`src/hdl/booth_radix2_signed_multiplier_core_defines.svh`:
```
// assertion macros for the booth radix-2 multiplier core
// no dependencies; included by modules that carry concurrent checks
`ifndef BOOTH_RADIX2_SIGNED_MULTIPLIER_CORE_DEFINES_SVH
`define BOOTH_RADIX2_SIGNED_MULTIPLIER_CORE_DEFINES_SVH

// check a property outside reset
`define BRM_ASSERT(lbl, clk_i, rstn_i, prop_i, msg_i) \
	lbl: assert property (@(posedge clk_i) disable iff (!rstn_i) prop_i) \
		else $error(msg_i);

// check a property at every edge, reset included
`define BRM_ASSERT_ALWAYS(lbl, clk_i, prop_i, msg_i) \
	lbl: assert property (@(posedge clk_i) prop_i) \
		else $error(msg_i);

`endif

```
`src/hdl/brm_pkg.sv`:
```
// shared constants, types and the booth recoding function
// no dependencies; imported by brm_cell and the top level
package brm_pkg;

	localparam int unsigned DATA_W        = 32;
	localparam int unsigned PROD_W        = 64;
	localparam int unsigned WIDTH_DEFAULT = 32;

	typedef enum logic [1:0] {
		BOOTH_NOP,
		BOOTH_ADD,
		BOOTH_SUB
	} booth_op_t;

	// radix-2 recoding of the pair (q bit 0, q-1)
	function automatic booth_op_t booth_decode(input logic q0, input logic qp);
		booth_op_t op;
		case ({q0, qp})
			2'b01:   op = BOOTH_ADD;
			2'b10:   op = BOOTH_SUB;
			default: op = BOOTH_NOP;
		endcase
		return op;
	endfunction

endpackage

```
`src/hdl/brm_cell.sv`:
```
// one booth step cell: add/subtract of the multiplicand, then shift right of A:Q:Q-1
// depends on brm_pkg
module brm_cell #(
	parameter int unsigned W = brm_pkg::WIDTH_DEFAULT
) (
	input  logic         clk,
	input  logic         arst_n,
	input  logic         in_valid,
	output logic         in_ready,
	input  logic [W:0]   in_a,
	input  logic [W-1:0] in_q,
	input  logic         in_qp,
	input  logic [W-1:0] in_m,
	output logic         out_valid,
	input  logic         out_ready,
	output logic [W:0]   out_a,
	output logic [W-1:0] out_q,
	output logic         out_qp,
	output logic [W-1:0] out_m
);
	import brm_pkg::*;

	booth_op_t    op;
	logic [W:0]   m_ext;
	logic [W:0]   sum;
	logic         load;
	logic         valid_q;
	logic [W:0]   a_q;
	logic [W-1:0] q_q;
	logic         qp_q;
	logic [W-1:0] m_q;

	// local ready: empty or the next cell takes our item
	assign in_ready = !valid_q || out_ready;
	assign load     = in_valid && in_ready;

	// booth add/subtract on the one-bit-wider accumulator
	always_comb begin
		m_ext = {in_m[W-1], in_m};
		op    = booth_decode(in_q[0], in_qp);
		case (op)
			BOOTH_ADD: sum = in_a + m_ext;
			BOOTH_SUB: sum = in_a - m_ext;
			default:   sum = in_a;
		endcase
	end

	// valid bit
	always_ff @(posedge clk or negedge arst_n) begin
		if (!arst_n) begin
			valid_q <= 1'b0;
		end else if (in_ready) begin
			valid_q <= in_valid;
		end
	end

	// payload with arithmetic shift right of A:Q:Q-1
	always_ff @(posedge clk) begin
		if (load) begin
			a_q  <= {sum[W], sum[W:1]};
			q_q  <= {sum[0], in_q[W-1:1]};
			qp_q <= in_q[0];
			m_q  <= in_m;
		end
	end

	assign out_valid = valid_q;
	assign out_a     = a_q;
	assign out_q     = q_q;
	assign out_qp    = qp_q;
	assign out_m     = m_q;

endmodule

```
`config.mk`:
```
export PLATFORM = sky130hd
export DESIGN_NAME = brm_cell
export DESIGN_NICKNAME = d
export VERILOG_FILES = /design/src/hdl/booth_radix2_signed_multiplier_core_defines.svh /design/src/hdl/brm_pkg.sv /design/src/hdl/brm_cell.sv
export SDC_FILE = /design/constraint.sdc
export NUM_CORES = 1
export LEC_CHECK = 0
export BUFFER_PORTS_ARGS = -buffer_cell sky130_fd_sc_hd__buf_2
export CORE_UTILIZATION = 56
export CTS_BUF_LIST = sky130_fd_sc_hd__clkbuf_8
export DETAILED_ROUTE_END_ITERATION = 6
export MAX_ROUTING_LAYER = met4
export PLACE_DENSITY = 0.88
export SLEW_MARGIN = 20
export SYNTH_ARGS = -nofsm -noshare
export SYNTH_HDL_FRONTEND = slang
export SYNTH_SLANG_ARGS = --single-unit
```
`constraint.sdc`:
```
create_clock -name clk -period 7.28 [get_ports clk]
set_input_delay 0.364 -clock clk [delete_from_list [all_inputs] [get_ports clk]]
set_output_delay 0.364 -clock clk [all_outputs]
set_load 0.02 [all_outputs]
```
## Word level (Yosys, flattened, before mapping)

Cells that the tools add are included.

- Register bits after elaboration: 98
- Bits in latches: 0
- Bits in writable memories: 0
- ROM bits: 0
- Word-level logic and storage cells: 16
- Memories: 0

- Add/subtract/negate cells: 2
- Multiply operators: 0
- Divide/modulo/power cells: 0
- $lt $le $gt $ge: 0
- Equality and inequality tests: 4
- Shift operators: 0
- Multiplexer cells: 2
- Bitwise operators: 0
- Reduce and logical (&&, ||, !) cells: 3

Operators with widths:

| operator | count |
|---|---|
| one-hot mux 33 bit (2 select lines) | 1 |
| adder 33 bit | 1 |
| subtractor 33 bit | 1 |
| equality test 2 x 1 -> 1 bit (second input constant) | 2 |
| equality test 2 bit (second input constant) | 2 |
| one-hot mux 2 bit (2 select lines) | 1 |
| logical AND 1 bit | 1 |
| zero test 1 bit | 1 |
| logical OR 1 bit | 1 |

## Depth between registers and ports, before layout

Gate-level depths: netlist of the first run.

- Depth after elaboration: 4
- Gate-level depth with buffers: 16
- Depth with buffers taken out: 15

## Worst setup path before layout of the first run

OpenSTA, ideal clock, no wires.

- Path type: input-to-reg
- Start point: in in_m[5]
- End point: reg out_a[31] (netlist name)
- Library setup time: 0.258 ns
- Arrival: 3.524 ns
- Required time: 7.022 ns
- Slack: 3.498 ns
- Cell stages on the path: 15
- Path buffers: 0
- Cell sequence: nor4_1 and3_1 and2_1 and2b_2 nor3b_2 a21oi_1 xnor2_1 ha_1 a21o_1 nand4bb_1 a2111oi_0 nor3_1 a41oi_1 mux2i_1 xnor2_1

- Cells in the longest elaborated chain, start to end: 2
- Elaborated cells on any way between the ends: 3
- Classes of those cells: add/sub: 2; mux: 1

RTL lines:

| element | RTL line | source |
|---|---|---|
| start: declaration | brm_cell.sv:13 | `input logic [W-1:0] in_m,` |
| subtractor 33 bit or adder 33 bit (tied branches) | brm_cell.sv:43, brm_cell.sv:42 |  |
| one-hot mux 33 bit (2 select lines) * | brm_cell.sv:41 | `case (op)` |
| via sum[32] | brm_cell.sv:25 | `logic [W:0] sum;` |

Mark *: on every way through the listed nets, which the timed path passes. The rest lies on a longest branch.
A chain may end at the register's enable or synchronous reset.

## Final worst setup path of the first run

- Start point: in in_m[3]
- End point: reg out_a[31] (netlist name)

- Cells in the longest elaborated chain, start to end: 2
- Elaborated cells on any way between the ends: 3
- Classes of those cells: add/sub: 2; mux: 1

RTL lines:

| element | RTL line |
|---|---|
| subtractor 33 bit or adder 33 bit (tied branches) | brm_cell.sv:43, brm_cell.sv:42 |
| one-hot mux 33 bit (2 select lines) * | brm_cell.sv:41 |
| via sum[32] | brm_cell.sv:25 |

Marked as above.

==> flow_metrics.tcl, run 1 <==
set metrics [dict create \
    drt_iter0_drc 292 \
    core_region_area_um2 10300 \
    htreeDepth 3 \
    n_antenna_cell 0 \
    required_ns 7.42 \
    grt.total_usage 0.295 \
    dp_cells 879 \
    yosys_warnings 0 \
    synth_top_family_by_area "compound AO/OA/AOI/OAI gates" \
    criticalPathCategory "input port to flop" \
    tns_ns 0 \
    intPower_uw 985 \
    fin_crit_ns 4.30 \
    final_nets 892 \
    cp_cell_sequence "buf_2 -> nor4_1 -> and3_1 -> and2_1 -> and2b_2 -> nor3b_2 -> a21oi_1 -> xnor2_1 -> ha_1 -> a21o_1 -> nand4bb_1 -> a2111oi_0 -> nor3_1 -> a41oi_1 -> mux2i_1 -> xnor2_1" \
    place.gp.congestion 0.904 \
    wl_per_cell_um 17.5 \
    reg2reg_to "out_m[28]$_DFFE_PP_" \
    root_buffer "clkbuf_8" \
    ys_ff_latch 98 \
    vias_per_cell 5.73 \
    rr_worst_depth 3 \
    wl_um 15700 \
    antenna_found_initial 0 \
    hold_start "in_q[7]" \
    initial_utilization 0.574 \
    slowest_delay_ns 0.59 \
    grt_pass1_wl_um 24400 \
    ys.flop_type "edfxtp_1" \
    cts_tree "yes" \
    ys_seq_area_frac 0.498 \
    drc 0 \
    synth.top_cell.area_share 0.494 \
    synth_mux_area_frac 0.0106 \
    core.rowCount 37 \
    insertion_delay_ns 0.38 \
    p_sw_uw 518 \
    hold_class "input port to flop" \
    grt_remaining_overflow 0 \
    synth_edf_count 97 \
    slew_headroom 0.443 \
    synth.avg_cell_area_um2 10.4 \
    max_cap_viol_count 0 \
    p_leak_uw 0.00299 \
    dp_hpwl_um 12100 \
    ys_async_sr_fraction 0.0102 \
    worstPathArrival_ns 4.43 \
    dieArea_um2 10900 \
    drive_above_1_share 0.309 \
    synth_compound_area_frac 0.159 \
    clkTransAtPathRegs_ns 0.10 \
    r2r_start "out_valid$_DFFE_PN0N_" \
    hold_violations 0 \
    ios 202 \
    cts.sinks 98 \
    cts.repair.resized 0 \
    critPathSlowestCell "nor4_1" \
    port_buffers 201 \
    grt_max_degree 96 \
    pwr-share-seq 0.459 \
    startpoint "in_m[3]" \
    r2r_slack_ns 5.54 \
    final_cells 896 \
    synth_fa_ha_area_frac 0.0756 \
    endpoint_kind "flop" \
    combPwrFrac 0.325 \
    synthToLayoutAreaGrowth_pct 21.7 \
    tightest_slew_ns 0.836 \
    outcome "finished clean" \
    die_y_um 105 \
    die_x_um 105 \
    post-route-period-util 0.590 \
    synth.cell_area_um2 5890 \
    skew_ns 0.00701 \
    slew_violations 0 \
    p_clk_frac 0.216 \
    ys_top_cells_by_area "edfxtp_1 49%, ha_1 7.2%, xnor2_1 6.4%" \
    antenna_left 0 \
    synthXorXnorAreaFrac 0.0802 \
    drt_pass1_iterations 5 \
    postSynthCellCount 565 \
    yosys.area_share.simple 0.148 \
    irDropWorstVdd_v 0.0000988 \
    rsz0062_at_grt "false" \
    cp_max_fo 5 \
    critPathMostFrequentCell "xnor2_1" \
    clockBufferDepth 2 \
    setup_viol 0 \
    synth_top_area_cell "edfxtp_1" \
    crit_path_end "out_a[31]$_DFFE_PP_" \
    max_freq_mhz 233 \
    cts_buffers 9 \
    syn-num-nets 702 \
    synth_cell_types 55 \
    dr_total_vias 5138 \
    switching_share 0.345 \
    grt_pass1_vias 4959 \
    start_kind "input port" \
    power-per-cell-area_nw_per_um2 209 \
]
==> cells by family (layout without fill, tap and decap cells) <==
| family | Yosys count | count (layout) |
|---|---|---|
| mux | 6 | 6 |
| buf+inv | 41 | 236 |
| simple gates | 175 | 175 |
| flops | 98 | 98 |
| xor+xnor | 54 | 54 |
| compound gates | 156 | 156 |
| fa+ha+maj | 35 | 35 |
==> metal layers <==
| metal | vias to the layer above | global-route usage | wire (um) |
|---|---|---|---|
| met4 | 0 | 0.131 | 403 |
| met5 | - | - | 0 |
| met1 | 2377 | 0.357 | 6510 |
| li1 | 2489 | - | - |
| met3 | 34 | 0.0474 | 1020 |
| met2 | 238 | 0.488 | 7780 |
==> flip-flops by register name, indices dropped and copies added, names as in the netlist <==
| name | cells |
|---|---|
| out_valid | 1 |
| out_q | 32 |
| out_a | 32 |
| out_m | 32 |
| out_qp | 1 |
==> final cells by class <==
| class | count | area (um2) |
|---|---|---|
| clock buffer | 9 | 124 |
| clock inverter | 7 | 52.6 |
| fill | 802 | 3100 |
| inverter | 15 | 56.3 |
| multi-input combinational | 426 | 2790 |
| sequential | 98 | 2940 |
| tap | 136 | 170 |
| timing repair buffer | 205 | 1040 |
==> worst min-delay path by stage <==
stage / endpoint / cells after the start / slack, ns
after global placement: out_valid$_DFFE_PN0N_ / 1 / 0.14
after global routing: out_q[5]$_DFFE_PP_ / 1 / 0.14
final: out_q[6]$_DFFE_PP_ / 1 / 0.16
after floorplan: out_valid$_DFFE_PN0N_ / 0 / 0.07
after detailed placement: out_valid$_DFFE_PN0N_ / 1 / 0.15
after CTS: out_q[5]$_DFFE_PP_ / 1 / 0.15
==> synth_stat cells, drive strengths merged, types with 10 or more instances <==
cell and number:
xor2 11, a21oi 59, clkbuf 23, inv 15, edfxtp 97, nand2 59
nor2 39, nor3 19, xnor2 43, nand4 10, ha 34, a21o 10
o21ai 46
==> critical path, delay by kind of cell <==
| kind | cells | cell delay [ns] |
|---|---|---|
| AND/OR/NAND/NOR | 7 | 2.04 |
| XOR/XNOR | 2 | 0.24 |
| multiplexers | 1 | 0.25 |
| buffers and inverters | 1 | 0.13 |
| AO/OA/AOI/OAI | 4 | 1.06 |
| adder cells (fa/ha/maj) | 1 | 0.34 |
==> what timing repair did <==
action / in CTS / in global routing
setup endpoints to repair: 0 / 0
hold endpoints to repair: 1 / 0
buffers inserted: 0 / 0
hold buffers: 1 / 0
==> power groups by stage <==
stage	Clock (uW)	Sequential (uW)	Combinational, uW
2_1_floorplan	0	758	275
3_3_place_gp	0	700	469
3_5_place_dp	0	702	480
4_1_cts	331	690	483
5_1_grt	351	692	530
6_report	325	689	488
==> metrics by stage <==
step	cell area, um2	hold slack [ns]	setup WS, ns	util	power, uW
2_1_floorplan	5890	0.0684	3.50	-	1030
3_3_place_gp	6980	0.140	2.85	0.679	1170
3_5_place_dp	6980	0.147	2.63	0.679	1180
4_1_cts	7170	0.147	3.04	0.698	1500
5_1_grt	7170	0.145	2.65	0.698	1570
6_report	7170	0.158	2.98	0.698	1500
==> placed cells by master, fill, tap and decap left out, drive strengths merged, types with 8 or more instances in the layout <==
cell | netlist | final
buf | 3 | 204
xnor2 | 43 | 43
nand4 | 10 | 10
nor4 | 8 | 8
clkbuf | 23 | 9
a211oi | 8 | 8
nand2b | 9 | 9
edfxtp | 97 | 97
o21ai | 46 | 46
nand2 | 59 | 59
nor3 | 19 | 19
nand3 | 8 | 8
a21oi | 59 | 59
nor2 | 39 | 39
ha | 34 | 34
inv | 15 | 17
a21o | 10 | 10
xor2 | 11 | 11
Power figures use the tool's default switching activity.
==> run 2, diff against run 1 <==
Settings changed: ABC_AREA from default to 1, CORE_UTILIZATION 56 to 48, PLACE_DENSITY 0.88 to 0.79.
Clock period 7.28 ns to 3.85 ns, I/O delays scaled along.
==> flow_metrics.tcl, run 2 <==
set metrics [dict create \
    worstPathArrival_ns 3.49 \
    place.gp.congestion 0.993 \
    wl_per_cell_um 15.1 \
    synth.cell_area_um2 6510 \
    fin_crit_ns 3.36 \
    grt_remaining_overflow 0 \
    grt.total_usage 0.281 \
    synth_cell_types 36 \
    synth_edf_count 97 \
    cts.repair.resized 0 \
    intPower_uw 1860 \
    start_kind "input port" \
    p_total_uw 2900 \
    place_area_um2 7750 \
    required_ns 3.98 \
    yosys-top-cells-count "260 x nand2_1, 112 x inv_1, 97 x edfxtp_1, 79 x nor2_1" \
    irDropWorstVdd_v 0.000151 \
    vias_per_cell 5.11 \
    syn-num-nets 960 \
    hold_violations 0 \
    skew_ns 0.0117 \
    max_cap_viol_count 0 \
    port_buffers 201 \
    core.rowCount 42 \
    critPathMostFrequentCell "nand2_1" \
    setup_ws_ns 0.489 \
    top_layer "met4" \
    grt_pass1_vias 5935 \
    grt_max_degree 57 \
    synth.top_cell.area_share 0.447 \
    clockBufferDepth 2 \
    core_region_area_um2 13200 \
    dp_hpwl_um 14400 \
    design_area_um2 8290 \
    ios 202 \
    wl_um 18800 \
    antenna_left 0 \
    post-route-period-util 0.873 \
    nFillCells 1169 \
    synth.avg_cell_area_um2 7.92 \
    pwr-share-seq 0.447 \
    p_sw_uw 1040 \
    slew_headroom 0.543 \
    wl_met1_um 8180 \
    drt_pass1_iterations 5 \
    ys_seq_area_frac 0.451 \
    postSynthCellCount 823 \
    max_freq_mhz 298 \
    most-common-layout-cells "260 x nand2_1, 201 x buf_2, 112 x inv_1" \
    power-per-cell-area_nw_per_um2 350 \
    combPwrFrac 0.333 \
    endpoint_kind "flop" \
    ys_async_sr_fraction 0.0102 \
    yosys_warnings 0 \
    hold_ws_ns 0.0375 \
    cp_max_fo 5 \
    wl_met3_um 1060 \
    drive_above_1_share 0.227 \
    drc 0 \
    final_common_cell "nand2_1" \
    cp_cell_sequence "dlygate4sd3_1 -> buf_2 -> inv_1 -> ha_1 -> nand2_2 -> nor2_4 -> a21oi_2 -> nor2_2 -> o21ai_2 -> nor2_4 -> xor2_1 -> ha_1 -> nand2_1 -> inv_1 -> a21oi_1 -> nand2_1 -> a21oi_1 -> nand2_1 -> inv_1 -> nand3_1 -> nand3_1 -> nand2_1" \
    final_nets 1203 \
    ys_top_cells_by_area "edfxtp_1 45%, nand2_1 15%, ha_1 6.5%" \
    ys.flop_type "edfxtp_1" \
    critPathBufInv 5 \
    p_clk_frac 0.221 \
    critPathSlowestCell "dlygate4sd3_1" \
    initial_utilization 0.492 \
    insertion_delay_ns 0.37 \
    hold_class "input port to flop" \
    slew_violations 0 \
    cts_buffers 9 \
    tns_ns 0 \
    worstHoldPathCells 1 \
    clkTransAtPathRegs_ns 0.10 \
    path_depth 22 \
    criticalPathCategory "input port to flop" \
    post-synth-top-count-cell "nand2_1" \
    wl_met2_um 9130 \
    outcome "finished clean" \
    die_x_um 119 \
    cts.sinks 98 \
    rsz0062_at_grt "false" \
    n_antenna_cell 0 \
    dieArea_um2 14000 \
    die_y_um 119 \
    ys_ff_latch 98 \
    p_leak_uw 0.00404 \
    switching_share 0.358 \
    path_delay_family "simple AND/OR/NAND/NOR gates" \
    setup_viol 0 \
    synthToLayoutAreaGrowth_pct 27.3 \
    drt_iter0_drc 368 \
    cts_tree "yes" \
    antenna_found_initial 0 \
    root_buffer "clkbuf_8" \
    synth_top_area_cell "edfxtp_1" \
    slowest_delay_ns 0.53 \
    dp_worst_setup_slack_ns 0.736 \
    htreeDepth 3 \
    tightest_slew_ns 0.685 \
    dr_total_vias 6373 \
    grt_pass1_wl_um 29700 \
    rr_worst_depth 2 \
]
run 2: changes by cell type after synthesis, moves of 11 or more:
cell | previous run | this run
nand2_1 | 59 | 260
a21oi_1 | 59 | 42
nand3_1 | 8 | 42
xor2_1 | 11 | 22
clkbuf_1 | 23 | 7
nor2_1 | 39 | 79
o21ai_0 | 45 | 27
xnor2_1 | 43 | 12
inv_1 | 15 | 112
run 2: logic make-up after synthesis:
family	Yosys count	share of synthesized area
buffers and inverters	123	0.0718
xor gates and xnor gates	34	0.0457
and+or+nand+nor	445	0.290
adders and majority gates	35	0.0684
AOI/OAI and AO/OA	88	0.0736
DFF	98	0.451
run 2: final cells by class:
type	count	area [um2]	share of cell area
clock buffer	9	124	0.0149
clock inverter	7	60.1	0.00724
inverter	113	424	0.0512
multi-input combinational	602	3120	0.376
sequential	98	2940	0.354
tap	176	220	0.0266
timing repair buffer	242	1400	0.169
run 2: per-layer routing:
layer	global-route usage	up-vias
li1	-	3180
met3	0.0458	32
met2	0.470	250
met5	-	-
met4	0.0941	0
met1	0.347	2911
run 2: repair_timing:
| action | CTS | global route |
|---|---|---|
| endpoints found under the hold margin | 36 | 0 |
| hold buffers | 36 | 0 |
| setup buffers | 0 | 0 |
run 2: final timing paths:
check                                 startpoint               endpoint  slack, ns
setup / recovery                         in_m[1]    out_a[31]$_DFFE_PP_       0.49
hold / removal                          in_m[27]    out_m[27]$_DFFE_PP_       0.04
setup reg to reg           out_valid$_DFFE_PN0N_    out_m[11]$_DFFE_PP_       2.27
hold reg to reg            out_valid$_DFFE_PN0N_  out_valid$_DFFE_PN0N_       0.62
max in group asynchronous                 arst_n  out_valid$_DFFE_PN0N_       3.63
min in group asynchronous                 arst_n  out_valid$_DFFE_PN0N_       0.14
run 2: power groups by stage:
stage / sequential, uW / clock, uW / combinational (uW)
after floorplan: 1420 / 0 / 526
after global placement: 1320 / 0 / 908
after detailed placement: 1320 / 0 / 918
after CTS: 1290 / 653 / 951
after global routing: 1300 / 694 / 1070
final: 1300 / 639 / 965
run 2: metrics by stage:
stage,instances,utilization
4_1_cts,1247,0.626
2_1_floorplan,823,-
5_1_grt,1247,0.626
3_3_place_gp,1195,0.585
6_report,1247,0.626
3_5_place_dp,1195,0.585
run 2: worst register-to-register path, delay by kind of cell, from the launching register on:
| kind | cells | cell delay (ns) |
|---|---|---|
| buffers and inverters | 1 | 0.56 |
| flip-flops | 1 | 0.43 |
| AO/OA/AOI/OAI | 1 | 0.17 |
==> run 3, diff against run 2 <==
Settings changed: PLACE_DENSITY 0.79 to default, PLACE_DENSITY_LB_ADDON from default to 0.05.
==> flow_metrics.tcl, run 3 (synthesized netlist as in run 2, its figures left out) <==
set metrics [dict create \
    wl_um 18500 \
    cp_cell_sequence "dlygate4sd3_1 -> buf_2 -> ha_1 -> inv_1 -> nand2_1 -> o21ai_0 -> xor2_1 -> inv_1 -> ha_1 -> a21oi_1 -> o21ai_0 -> a21oi_1 -> nand2_2 -> nand2_1 -> nand3b_1 -> nand3_1 -> nand2_1" \
    port_buffers 201 \
    initial_utilization 0.492 \
    reg2reg_to "out_q[16]$_DFFE_PP_" \
    r2r_start "out_valid$_DFFE_PN0N_" \
    irDropWorstVdd_v 0.000163 \
    worstPathArrival_ns 3.49 \
    outcome "finished clean" \
    root_buffer "clkbuf_8" \
    ios 202 \
    intPower_uw 1930 \
    pwr-share-seq 0.439 \
    insertion_delay_ns 0.37 \
    clockBufferDepth 2 \
    worstHoldPathCells 1 \
    power-per-cell-area_nw_per_um2 354 \
    htreeDepth 3 \
    cts.sinks 98 \
    cts.repair.resized 0 \
    tns_ns 0 \
    combPwrFrac 0.328 \
    place.gp.congestion 0.906 \
    max_cap_viol_count 0 \
    place_area_um2 7750 \
    dieArea_um2 14000 \
    p_sw_uw 1010 \
    grt_pass1_vias 5861 \
    wl_per_cell_um 14.8 \
    required_ns 3.99 \
    hold_start "in_m[2]" \
    slowest_delay_ns 0.56 \
    rr_worst_depth 2 \
    grt_remaining_overflow 0 \
    tightest_slew_ns 0.549 \
    final_common_cell "nand2_1" \
    synthToLayoutAreaGrowth_pct 27.7 \
    cts_buffers 9 \
    rsz0062_at_grt "false" \
    cp_max_fo 16 \
    slew_headroom 0.630 \
    slew_violations 0 \
    switching_share 0.343 \
    dr_total_vias 6207 \
    fin_crit_ns 3.35 \
    vias_per_cell 4.98 \
    drt_pass1_iterations 5 \
    clkTransAtPathRegs_ns 0.10 \
    cts_tree "yes" \
    grt_pass1_wl_um 29000 \
    grt.total_usage 0.278 \
    whs_endpoint "out_m[2]$_DFFE_PP_" \
    hold_class "input port to flop" \
    post-route-period-util 0.870 \
    antenna_found_initial 1 \
    max_freq_mhz 298 \
    die_x_um 119 \
    drive_above_1_share 0.226 \
    hold_violations 0 \
    p_leak_uw 0.00406 \
    p_clk_frac 0.233 \
    r2r_slack_ns 2.13 \
    critPathMostFrequentCell "nand2_1" \
    design_area_um2 8320 \
    criticalPathCategory "input port to flop" \
    endpoint_kind "flop" \
    drc 0 \
    core.rowCount 42 \
    start_kind "input port" \
    drt_iter0_drc 394 \
    die_y_um 119 \
    dp_hpwl_um 14400 \
    core_region_area_um2 13200 \
    final_nets 1202 \
    critPathSlowestCell "dlygate4sd3_1" \
    most-common-layout-cells "260 x nand2_1, 201 x buf_2, 113 x inv_1" \
    antenna_left 0 \
    skew_ns 0.00875 \
    grt_max_degree 82 \
    setup_viol 0 \
]
[run 3: cell types whose count changed in the layout (fill, tap and decap cells not counted), sizes merged]
cell,previous run,this run
diode,0,1
buf,206,205
clkbuf,9,10
clkinv,4,3
clkinvlp,1,0
bufinv,0,1
[run 3: worst max-delay path, delay by kind of cell]
kind | cells | cell delay (ns)
AOI/OAI and AO/OA | 4 | 0.81
and+or+nand+nor | 6 | 0.61
adders and majority gates | 2 | 0.53
xor gates and xnor gates | 1 | 0.19
buffers and inverters | 4 | 1.15
[run 3: power groups by stage]
stage          registers, uW  clock network, uW  logic, uW
2_1_floorplan           1420                  0        526
3_3_place_gp            1320                  0        923
3_5_place_dp            1320                  0        927
4_1_cts                 1290                717        959
5_1_grt                 1300                754       1070
6_report                1290                687        968
[run 3: worst max path at each step]
stage          slack [ns]             endpoint                  start  cells past startpoint
2_1_floorplan        0.25   out_a[0]$_DFFE_PP_  out_valid$_DFFE_PN0N_                      1
3_3_place_gp         0.77  out_a[31]$_DFFE_PP_                in_m[1]                     21
3_5_place_dp         0.71  out_a[28]$_DFFE_PP_                in_q[0]                     16
4_1_cts              0.59  out_a[28]$_DFFE_PP_                in_q[0]                     17
5_1_grt              0.19  out_a[20]$_DFFE_PP_                in_q[0]                     17
6_report             0.50  out_a[28]$_DFFE_PP_                in_q[0]                     17
[run 3: routing by layer]
metal / up-vias / routed length, um / GRT usage
li1: 3175 / - / -
met1: 2809 / 8310 / 0.359
met2: 206 / 8700 / 0.452
met3: 17 / 1230 / 0.0473
met4: 0 / 269 / 0.0799
met5: - / 0 / -
[run 3: area by class of cell]
class                   instances  area [um2]
diodes                          1        2.50
clock buffers                  10         138
clock inverters                 6        65.1
fillers                      1226        4930
inverters                     113         424
multi-input cells             602        3120
flip-flops and latches         98        2940
well taps                     176         220
repair buffers                241        1410
[run 3: timing repair]
item | in CTS | in global routing
setup buffers | 0 | 0
endpoints found under the hold margin | 36 | 0
hold buffers | 36 | 0
[run 3: through the flow]
step,power [uW],std cells,utilization,hold slack [ns],setup slack [ns]
finish,2950,1247,0.628,0.0443,0.499
global route,3130,1247,0.628,0.0206,0.195
detailed placement,2240,1194,0.585,-0.0297,0.712
global placement,2240,1194,0.585,-0.0307,0.771
CTS,2970,1246,0.628,0.00842,0.589
floorplan,1950,823,-,-0.103,0.251
